<file path="config.mk">
export PLATFORM = sky130hd
export DESIGN_NAME = button_sequence_matcher_top
export DESIGN_NICKNAME = d
export VERILOG_FILES = /design/src/bsm_pkg.sv /design/src/bsm_tbl_mem.sv /design/src/bsm_hist_mem.sv /design/src/button_sequence_matcher_top.sv
export SDC_FILE = /design/constraint.sdc
export NUM_CORES = 2
export LEC_CHECK = 0
export BUFFER_PORTS_ARGS = -buffer_cell sky130_fd_sc_hd__buf_4
export CORE_ASPECT_RATIO = 1.2
export CORE_MARGIN = 1
export CORE_UTILIZATION = 47
export CTS_BUF_LIST = sky130_fd_sc_hd__clkbuf_4 sky130_fd_sc_hd__clkbuf_8
export CTS_CLUSTER_SIZE = 8
export DETAILED_ROUTE_END_ITERATION = 8
export GPL_TIMING_DRIVEN = 0
export MAX_ROUTING_LAYER = met4
export PLACE_DENSITY = 0.7
export SLEW_MARGIN = 20
export SYNTH_ARGS = -nofsm -noshare
export SYNTH_HDL_FRONTEND = slang
export SYNTH_HIERARCHICAL = 1
export SYNTH_SLANG_ARGS = --single-unit
</file>
<file path="constraint.sdc">
create_clock -name clk -period 6.6 [get_ports clk]
set_clock_uncertainty 0.2 [all_clocks]
set_input_delay 1.32 -clock clk [delete_from_list [all_inputs] [get_ports clk]]
set_output_delay 1.32 -clock clk [all_outputs]
set_load 0.1 [all_outputs]
</file>
<file path="src/bsm_pkg.sv">
// ----------------------------------------------------------------------------
// Button sequence matcher package
// Shared constants, payload types and controller states.
// ----------------------------------------------------------------------------
`timescale 1ns / 1ps
`default_nettype none

package bsm_pkg;

  localparam int DEF_HISTORY_DEPTH = 16;
  localparam int DEF_NUM_SEQUENCES = 8;
  localparam int DEF_MASK_WIDTH    = 16;

  localparam int SEQ_SLOTS = 16;
  localparam int SLOT_W    = $clog2(SEQ_SLOTS);
  localparam int LEN_W     = $clog2(SEQ_SLOTS + 1);
  localparam int IDX_W     = 3;

  localparam logic REQ_PRESS = 1'b0;
  localparam logic REQ_WRITE = 1'b1;

  typedef struct packed {
    logic        req_type;
    logic        stream_idle;
    logic [15:0] button_mask;
    logic [2:0]  table_slot;
    logic [3:0]  table_position;
    logic [15:0] table_value;
  } bsm_in_t;

  typedef struct packed {
    logic             matched;
    logic [IDX_W-1:0] matched_index;
  } bsm_out_t;

  typedef enum logic [2:0] {
    ST_CLEAR,
    ST_IDLE,
    ST_LEN,
    ST_CMP,
    ST_DONE
  } bsm_state_t;

endpackage

`default_nettype wire

</file>
<file path="src/bsm_tbl_mem.sv">
// ----------------------------------------------------------------------------
// Sequence table memory
// Single write port and single registered read port.
// ----------------------------------------------------------------------------
`timescale 1ns / 1ps
`default_nettype none

module bsm_tbl_mem import bsm_pkg::*; #(
  parameter int  DEPTH = DEF_NUM_SEQUENCES * SEQ_SLOTS,
  parameter int  WIDTH = DEF_MASK_WIDTH,
  localparam int AW    = $clog2(DEPTH)
) (
  input  wire logic             clk,
  input  wire logic             we,
  input  wire logic [AW-1:0]    waddr,
  input  wire logic [WIDTH-1:0] wdata,
  input  wire logic [AW-1:0]    raddr,
  output logic      [WIDTH-1:0] rdata
);

  logic [WIDTH-1:0] mem [DEPTH];
  logic [WIDTH-1:0] rdata_r;

  always_ff @(posedge clk) begin
    if (we) begin
      mem[waddr] <= wdata;
    end
    rdata_r <= mem[raddr];
  end

  assign rdata = rdata_r;

endmodule

`default_nettype wire

</file>
<file path="src/bsm_hist_mem.sv">
// ----------------------------------------------------------------------------
// Press history ring memory
// Ring storage with per-entry valid bits; an invalid entry reads as zero.
// ----------------------------------------------------------------------------
`timescale 1ns / 1ps
`default_nettype none

module bsm_hist_mem import bsm_pkg::*; #(
  parameter int  DEPTH = DEF_HISTORY_DEPTH,
  parameter int  WIDTH = DEF_MASK_WIDTH,
  localparam int AW    = $clog2(DEPTH)
) (
  input  wire logic             clk,
  input  wire logic             rst_n,
  input  wire logic             clr,
  input  wire logic             we,
  input  wire logic [AW-1:0]    waddr,
  input  wire logic [WIDTH-1:0] wdata,
  input  wire logic [AW-1:0]    raddr,
  output logic      [WIDTH-1:0] rdata
);

  logic [WIDTH-1:0] mem [DEPTH];
  logic [DEPTH-1:0] vld_r;
  logic [DEPTH-1:0] vld_nxt;
  logic [WIDTH-1:0] rdata_r;
  logic             rvld_r;

  always_comb begin
    vld_nxt = vld_r;
    if (clr) begin
      vld_nxt = '0;
    end else if (we) begin
      vld_nxt[waddr] = 1'b1;
    end
  end

  always_ff @(posedge clk) begin
    if (!rst_n) begin
      vld_r  <= '0;
      rvld_r <= 1'b0;
    end else begin
      vld_r  <= vld_nxt;
      rvld_r <= vld_r[raddr];
    end
  end

  always_ff @(posedge clk) begin
    if (we) begin
      mem[waddr] <= wdata;
    end
    rdata_r <= mem[raddr];
  end

  assign rdata = rvld_r ? rdata_r : '0;

endmodule

`default_nettype wire

</file>
<file path="src/button_sequence_matcher_top.sv">
// ----------------------------------------------------------------------------
// Button sequence matcher
// Matches recent button presses against a table of stored sequences.
// ----------------------------------------------------------------------------
// The in_ channel carries press and table write transactions; every input
// transaction produces exactly one out_ transaction. A table write or an
// ignored press goes from idle straight to the done state, from which its
// result is loaded into the output register. A counted press walks the
// sequences in index order over the single read port of the table memory,
// one word per cycle: for each sequence it reads words until an empty one
// or a full sequence of 16 to find the length, then compares up to that
// many words against the press history.
// One item is processed at a time; in_ready is high only while the block is
// idle. The result sits in an output register, so the next transaction may
// be accepted while a result is still stalled by out_ready; the following
// result then waits until the register is free.
// After reset the block sweeps the table memory to zero, one word per
// cycle; in_ready stays low during that sweep. The press history is
// cleared at once.
// ----------------------------------------------------------------------------
`timescale 1ns / 1ps
`default_nettype none

module button_sequence_matcher_top import bsm_pkg::*; #(
  parameter int HISTORY_DEPTH = DEF_HISTORY_DEPTH,
  parameter int NUM_SEQUENCES = DEF_NUM_SEQUENCES,
  parameter int MASK_WIDTH    = DEF_MASK_WIDTH
) (
  input  wire logic     clk,
  input  wire logic     rst_n,
  input  wire logic     in_valid,
  output logic          in_ready,
  input  wire bsm_in_t  in_data,
  output logic          out_valid,
  input  wire logic     out_ready,
  output bsm_out_t      out_data
);

  localparam int TBL_DEPTH = NUM_SEQUENCES * SEQ_SLOTS;
  localparam int TA_W      = $clog2(TBL_DEPTH);
  localparam int HA_W      = $clog2(HISTORY_DEPTH);
  localparam int SEQ_W     = (NUM_SEQUENCES > 1) ? $clog2(NUM_SEQUENCES) : 1;

  bsm_state_t       state_r, state_nxt;
  logic [TA_W-1:0]  clr_cnt_r, clr_cnt_nxt;
  logic [HA_W-1:0]  ptr_r, ptr_nxt;
  logic [HA_W-1:0]  pos_r, pos_nxt;
  logic [SEQ_W-1:0] seq_r, seq_nxt;
  logic [LEN_W-1:0] len_r, len_nxt;
  logic [SLOT_W-1:0] k_r, k_nxt;
  logic             res_matched_r, res_matched_nxt;
  logic [IDX_W-1:0] res_index_r, res_index_nxt;
  logic             out_valid_r, out_valid_nxt;
  bsm_out_t         out_data_r, out_data_nxt;

  logic [31:0]           mask_ext;
  logic [31:0]           value_ext;
  logic [MASK_WIDTH-1:0] press_mask;
  logic [MASK_WIDTH-1:0] table_word;
  logic                  in_fire;
  logic                  press_go;
  logic                  slot_ok;

  logic                  tbl_we;
  logic [TA_W-1:0]       tbl_waddr;
  logic [MASK_WIDTH-1:0] tbl_wdata;
  logic [TA_W-1:0]       tbl_raddr;
  logic [MASK_WIDTH-1:0] tbl_rdata;

  logic                  hist_clr;
  logic                  hist_we;
  logic [HA_W-1:0]       hist_raddr;
  logic [MASK_WIDTH-1:0] hist_rdata;

  logic                  word_nz;
  logic                  len_full;
  logic                  seq_last;
  logic                  cmp_eq;
  logic                  cmp_last;
  logic                  clr_last;
  logic                  out_load;
  logic [HA_W-1:0]       ptr_inc;
  logic [HA_W-1:0]       pos_dec;
  logic [HA_W-1:0]       pos_inc;
  logic [SEQ_W-1:0]      seq_inc;

  assign mask_ext   = {16'd0, in_data.button_mask};
  assign value_ext  = {16'd0, in_data.table_value};
  assign press_mask = mask_ext[MASK_WIDTH-1:0];
  assign table_word = value_ext[MASK_WIDTH-1:0];

  assign in_ready = (state_r == ST_IDLE);
  assign in_fire  = in_valid && in_ready;
  assign slot_ok  = int'(in_data.table_slot) < NUM_SEQUENCES;
  assign press_go = in_fire && (in_data.req_type == REQ_PRESS) && in_data.stream_idle
                    && (press_mask != '0);

  assign word_nz  = (tbl_rdata != '0);
  assign len_full = (len_r == LEN_W'(SEQ_SLOTS - 1));
  assign seq_last = (seq_r == SEQ_W'(NUM_SEQUENCES - 1));
  assign cmp_eq   = (hist_rdata == tbl_rdata);
  assign cmp_last = ((LEN_W'(k_r) + LEN_W'(1)) == len_r);
  assign clr_last = (clr_cnt_r == TA_W'(TBL_DEPTH - 1));
  assign out_load = (state_r == ST_DONE) && (!out_valid_r || out_ready);

  assign ptr_inc = (ptr_r == HA_W'(HISTORY_DEPTH - 1)) ? '0 : ptr_r + HA_W'(1);
  assign pos_dec = (pos_r == '0) ? HA_W'(HISTORY_DEPTH - 1) : pos_r - HA_W'(1);
  assign pos_inc = (pos_r == HA_W'(HISTORY_DEPTH - 1)) ? '0 : pos_r + HA_W'(1);
  assign seq_inc = seq_r + SEQ_W'(1);

  assign hist_we = press_go;

  always_comb begin
    state_nxt = state_r;
    case (state_r)
      ST_CLEAR: begin
        if (clr_last) begin
          state_nxt = ST_IDLE;
        end
      end
      ST_IDLE: begin
        if (press_go) begin
          state_nxt = ST_LEN;
        end else if (in_fire) begin
          state_nxt = ST_DONE;
        end
      end
      ST_LEN: begin
        if ((word_nz && len_full) || (!word_nz && (len_r != '0))) begin
          state_nxt = ST_CMP;
        end else if (!word_nz && seq_last) begin
          state_nxt = ST_DONE;
        end
      end
      ST_CMP: begin
        if (cmp_eq && cmp_last) begin
          state_nxt = ST_DONE;
        end else if (!cmp_eq) begin
          state_nxt = seq_last ? ST_DONE : ST_LEN;
        end
      end
      ST_DONE: begin
        if (out_load) begin
          state_nxt = ST_IDLE;
        end
      end
      default: state_nxt = ST_IDLE;
    endcase
  end

  always_comb begin
    clr_cnt_nxt     = clr_cnt_r;
    ptr_nxt         = ptr_r;
    pos_nxt         = pos_r;
    seq_nxt         = seq_r;
    len_nxt         = len_r;
    k_nxt           = k_r;
    res_matched_nxt = res_matched_r;
    res_index_nxt   = res_index_r;
    tbl_we          = 1'b0;
    tbl_waddr       = TA_W'({in_data.table_slot, in_data.table_position});
    tbl_wdata       = table_word;
    tbl_raddr       = TA_W'({seq_r, k_r});
    hist_raddr      = pos_r;
    hist_clr        = 1'b0;
    case (state_r)
      ST_CLEAR: begin
        tbl_we      = 1'b1;
        tbl_waddr   = clr_cnt_r;
        tbl_wdata   = '0;
        clr_cnt_nxt = clr_cnt_r + TA_W'(1);
      end
      ST_IDLE: begin
        if (in_fire) begin
          res_matched_nxt = 1'b0;
          res_index_nxt   = '0;
          tbl_we          = (in_data.req_type == REQ_WRITE) && slot_ok;
        end
        if (press_go) begin
          ptr_nxt   = ptr_inc;
          pos_nxt   = ptr_inc;
          seq_nxt   = '0;
          len_nxt   = '0;
          tbl_raddr = '0;
        end
      end
      ST_LEN: begin
        if (word_nz) begin
          len_nxt = len_r + LEN_W'(1);
          pos_nxt = pos_dec;
          if (len_full) begin
            k_nxt      = '0;
            tbl_raddr  = TA_W'({seq_r, SLOT_W'(0)});
            hist_raddr = pos_dec;
          end else begin
            tbl_raddr = TA_W'({seq_r, len_r[SLOT_W-1:0] + SLOT_W'(1)});
          end
        end else if (len_r != '0) begin
          k_nxt      = '0;
          tbl_raddr  = TA_W'({seq_r, SLOT_W'(0)});
          hist_raddr = pos_r;
        end else begin
          seq_nxt   = seq_inc;
          len_nxt   = '0;
          pos_nxt   = ptr_r;
          tbl_raddr = TA_W'({seq_inc, SLOT_W'(0)});
        end
      end
      ST_CMP: begin
        if (cmp_eq && cmp_last) begin
          hist_clr        = 1'b1;
          ptr_nxt         = '0;
          res_matched_nxt = 1'b1;
          res_index_nxt   = IDX_W'(seq_r);
        end else if (cmp_eq) begin
          k_nxt      = k_r + SLOT_W'(1);
          pos_nxt    = pos_inc;
          tbl_raddr  = TA_W'({seq_r, k_r + SLOT_W'(1)});
          hist_raddr = pos_inc;
        end else begin
          seq_nxt   = seq_inc;
          len_nxt   = '0;
          pos_nxt   = ptr_r;
          tbl_raddr = TA_W'({seq_inc, SLOT_W'(0)});
        end
      end
      ST_DONE: begin
      end
      default: begin
      end
    endcase
  end

  always_comb begin
    out_data_nxt  = out_data_r;
    out_valid_nxt = out_valid_r && !out_ready;
    if (out_load) begin
      out_valid_nxt              = 1'b1;
      out_data_nxt.matched       = res_matched_r;
      out_data_nxt.matched_index = res_index_r;
    end
  end

  always_ff @(posedge clk) begin
    if (!rst_n) begin
      state_r     <= ST_CLEAR;
      clr_cnt_r   <= '0;
      ptr_r       <= '0;
      out_valid_r <= 1'b0;
    end else begin
      state_r     <= state_nxt;
      clr_cnt_r   <= clr_cnt_nxt;
      ptr_r       <= ptr_nxt;
      out_valid_r <= out_valid_nxt;
    end
  end

  always_ff @(posedge clk) begin
    pos_r         <= pos_nxt;
    seq_r         <= seq_nxt;
    len_r         <= len_nxt;
    k_r           <= k_nxt;
    res_matched_r <= res_matched_nxt;
    res_index_r   <= res_index_nxt;
    out_data_r    <= out_data_nxt;
  end

  assign out_valid = out_valid_r;
  assign out_data  = out_data_r;

  bsm_tbl_mem #(
    .DEPTH (TBL_DEPTH),
    .WIDTH (MASK_WIDTH)
  ) u_tbl_mem (
    .clk   (clk),
    .we    (tbl_we),
    .waddr (tbl_waddr),
    .wdata (tbl_wdata),
    .raddr (tbl_raddr),
    .rdata (tbl_rdata)
  );

  bsm_hist_mem #(
    .DEPTH (HISTORY_DEPTH),
    .WIDTH (MASK_WIDTH)
  ) u_hist_mem (
    .clk   (clk),
    .rst_n (rst_n),
    .clr   (hist_clr),
    .we    (hist_we),
    .waddr (ptr_r),
    .wdata (press_mask),
    .raddr (hist_raddr),
    .rdata (hist_rdata)
  );

  a_press_starts_walk: assert property (@(posedge clk) disable iff (!rst_n)
    press_go |=> (state_r == ST_LEN) && (seq_r == '0) && (len_r == '0))
    else $error("A counted press did not start the walk at the first sequence.");

  a_match_resets_ring: assert property (@(posedge clk) disable iff (!rst_n)
    (state_r == ST_CMP) && cmp_eq && cmp_last |=> (ptr_r == '0) && res_matched_r)
    else $error("A match did not reset the history pointer.");

  a_cmp_in_range: assert property (@(posedge clk) disable iff (!rst_n)
    (state_r == ST_CMP) |-> (len_r != '0) && (LEN_W'(k_r) < len_r))
    else $error("The compare index left the sequence length.");

endmodule

`default_nettype wire
</file>
==> results.toml <==
[synthesis]
async_flop_share = 0
synth_fa_ha_area_frac = 0.00136
syn-mean-instance-area_um2 = 23.5
seq_area_frac_synth = 0.772
synthesis.area_mm2 = 0.0922
synth-simple-area-share = 0.0191
syn_nets = 3976
synth_seq_cells = 2392
synthTopCellsByCount = "edfxtp_1 (2328), mux4_2 (738), nor2_1 (162), clkbuf_1 (104), dfxtp_1 (64)"
yosysWarnings = 6
yosysTopAreaCellShare = 0.758
synth_top_family_by_area = "multiplexers"
synth_mux_area_frac = 0.184
yosys.area.top_type = "edfxtp_1"
synth_cell_type_count = 66
synthesis.instances = 3921
synth.most_common_cell = "edfxtp_1"
synth-main-ff-cell = "edfxtp_1"
synth_compound_area_frac = 0.00931
synth_xor_area_frac = 0.00328
synth_edf_count = 2328
synth_area_leaders = "edfxtp_1 (76%), mux4_2 (18%), dfxtp_1 (1.4%)"

[min_path]
whs_path_depth = 0
holdPathEnd = "out_data[0]"
hp-start = "res_index_r[0]"
hold_class = "flop to flop"

[pwr]
vdd_drop_max_uv = 198
power_density_mw_per_mm2 = 312
total_power_mw = 33.2
leakagePower_nw = 34.6

[detailed_routing]
ant_nets = 0
drc = 0
first_pass_iters = 5
wl_per_cell_um = 31.1
drtIter0Drc = 5438
dr_wl_met3_mm = 21.5
routed.top_layer = "met4"
wirelength_mm = 229
vias = 44900
wl_met2_mm = 112
via_per_inst = 6.11
wl_met1_mm = 82.8

[finish]
area_growth_pct = 15.2
final_nets = 4608
regArea_mm2 = 0.0712
final_area_mm2 = 0.106
multi_input_area_mm2 = 0.0206
fillCellCount = 14200
post-route-util = 0.546
drive_gt1_frac = 0.386

[clocking]
cts_tree = "built"
worstSkewPairLatency_ns = 1.04
clock-root-buffer = "clkbuf_8"
cts_sinks = 2392
h-tree-depth = 5
cts_buffer_depth = 4
path_clk_slew_ns = 0.06
cts_hold_buf = 0
cts_buffers = 375

[timing]
layout_min_cycle_time_ns = 6.39
hold_viol = 0
worstMarginPinSlew_ns = 1.21
setup-violations-final = 0
timing.final.crit_share = 0.968
slew_headroom = 0.187
whs_ns = 0.213
clock.fmax_mhz = 157
rsz0062_at_grt = "false"
finalMaxSlewViolations = 0

[critical_path]
crit_chain = "clkbuf_1, and2_1, xnor2_1, nand4_1, nor4_4, nand3_1, nand2_1, a221o_1, buf_2, clkbuf_4, buf_2, mux4_2, mux4_2, mux4_2, mux2_2"
r2r_cells = 15
endpoint_kind = "flop"
ff2ff_setup_slack_ns = 0.21
cp_max_fo = 10
required_ns = 7.34
cp-start-kind = "flop"
crit_top_cell = "mux4_2"
crit_family = "multiplexers"
worst_path_max_delay_cell = "mux4_2"
r2r_start = "u_hist_mem/rvld_r"
timing.rr.end = "u_tbl_mem/rdata[6]"
crit_type = "flop to flop"
critPathBufInv = 4
slowest_delay_ns = 0.66
critical_path_arrival_ns = 7.13

[placement]
portBuffers = 50
dp.final_hpwl_mm = 159
place_congestion = 0.928
place_area_mm2 = 0.0995

[die]
ios = 51
start_util = 0.474
die_w_um = 406
die_area_mm2 = 0.198
core-area_mm2 = 0.194
rows = 177
die_h_um = 487

[global_routing]
grt_use_total = 0.241
overflow = 0
antenna_found_initial = 17
grt_pass1_vias = 45400
grt_pass1_wl_mm = 326
grt_max_degree = 44

[status]
status = "complete, no violations"

[run]
drv_cap = 0
==> routing by layer <==
| layer | track usage | vias to the layer above |
|---|---|---|
| li1 | - | 18000 |
| met1 | 0.302 | 23900 |
| met2 | 0.376 | 2515 |
| met3 | 0.0500 | 489 |
| met4 | 0.118 | 0 |
| met5 | - | - |
==> layout by cell type (no fill, tap or decap), types with 31 or more instances in the layout <==
cell type	Yosys	final
dfxtp_1	64	64
clkbuf_4	0	139
buf_6	5	94
buf_12	0	39
buf_2	61	59
nand3_1	31	31
nor2_1	162	31
nand2_1	56	56
nor2_2	1	117
clkbuf_8	0	388
a22oi_1	32	32
mux4_2	738	738
clkbuf_1	104	81
edfxtp_1	2328	2328
buf_4	6	80
==> worst max-delay path by stage <==
stage                             to  cells past startpoint              start  slack [ns]
6_report          u_tbl_mem/rdata[6]                     15  u_hist_mem/rvld_r        0.21
5_1_grt          u_tbl_mem/rdata[12]                     15  u_hist_mem/rvld_r       0.006
4_1_cts           u_tbl_mem/rdata[8]                     17  u_hist_mem/rvld_r        0.03
3_5_place_dp      u_tbl_mem/rdata[8]                     13        in_data[24]       -1.02
3_3_place_gp   u_tbl_mem/mem[126][8]                      2         in_data[8]       -3.96
2_1_floorplan    u_tbl_mem/mem[0][0]                      1         in_data[0]        1.14
==> cell families after synthesis <==
family | after synthesis
compound gates | 120
xor+xnor | 33
fa+ha+maj | 10
buf+inv | 223
flops | 2392
mux | 772
simple gates | 371
==> layout make-up <==
class,instances,share of cell area
Clock buffer,524,0.0599
Buffer,204,0.00914
Sequential cell,2392,0.670
Inverter,18,0.000636
Clock inverter,46,0.00245
Multi-Input combinational cell,1306,0.194
Tap cell,2595,0.0306
Antenna cell,7,0.000165
Timing Repair Buffer,256,0.0326
==> registers in the layout (all words and copies together) (netlist names) <==
signal and flops:
k_r 4, ptr_r 4, state_r 3, seq_r 3, u_hist_mem/mem 256, u_tbl_mem/rdata 16, u_hist_mem/vld_r 16, u_hist_mem/rdata_r 16
clr_cnt_r 7, out_data 4, pos_r 4, u_tbl_mem/mem 2048, res_index_r 3, u_hist_mem/rvld_r 1, res_matched_r 1, len_r 5
out_valid 1
==> report_power, final <==
group / switching [mW] / internal (mW) / leakage [nW]
logic: 2.72 / 1.42 / 9.02
clock network: 5.32 / 6.18 / 3.53
registers: 0.0965 / 17.4 / 22.0
==> stage by stage <==
step                setup TNS, ns  cells  worst slack [ns]
global placement         -6572.60   6566             -3.96
global route                    0   7344           0.00554
floorplan                       0   3921              1.14
detailed placement         -15.12   6772             -1.02
CTS                             0   7342            0.0271
finish                          0   7348             0.211
==> repair_timing <==
| item | 4_1_cts | 5_1_grt |
|---|---|---|
| resized for setup | 15 | 3 |
| setup buffers | 0 | 0 |
| endpoints found under the setup margin | 16 | 16 |
Note: power is estimated with default switching activity, not from simulation.
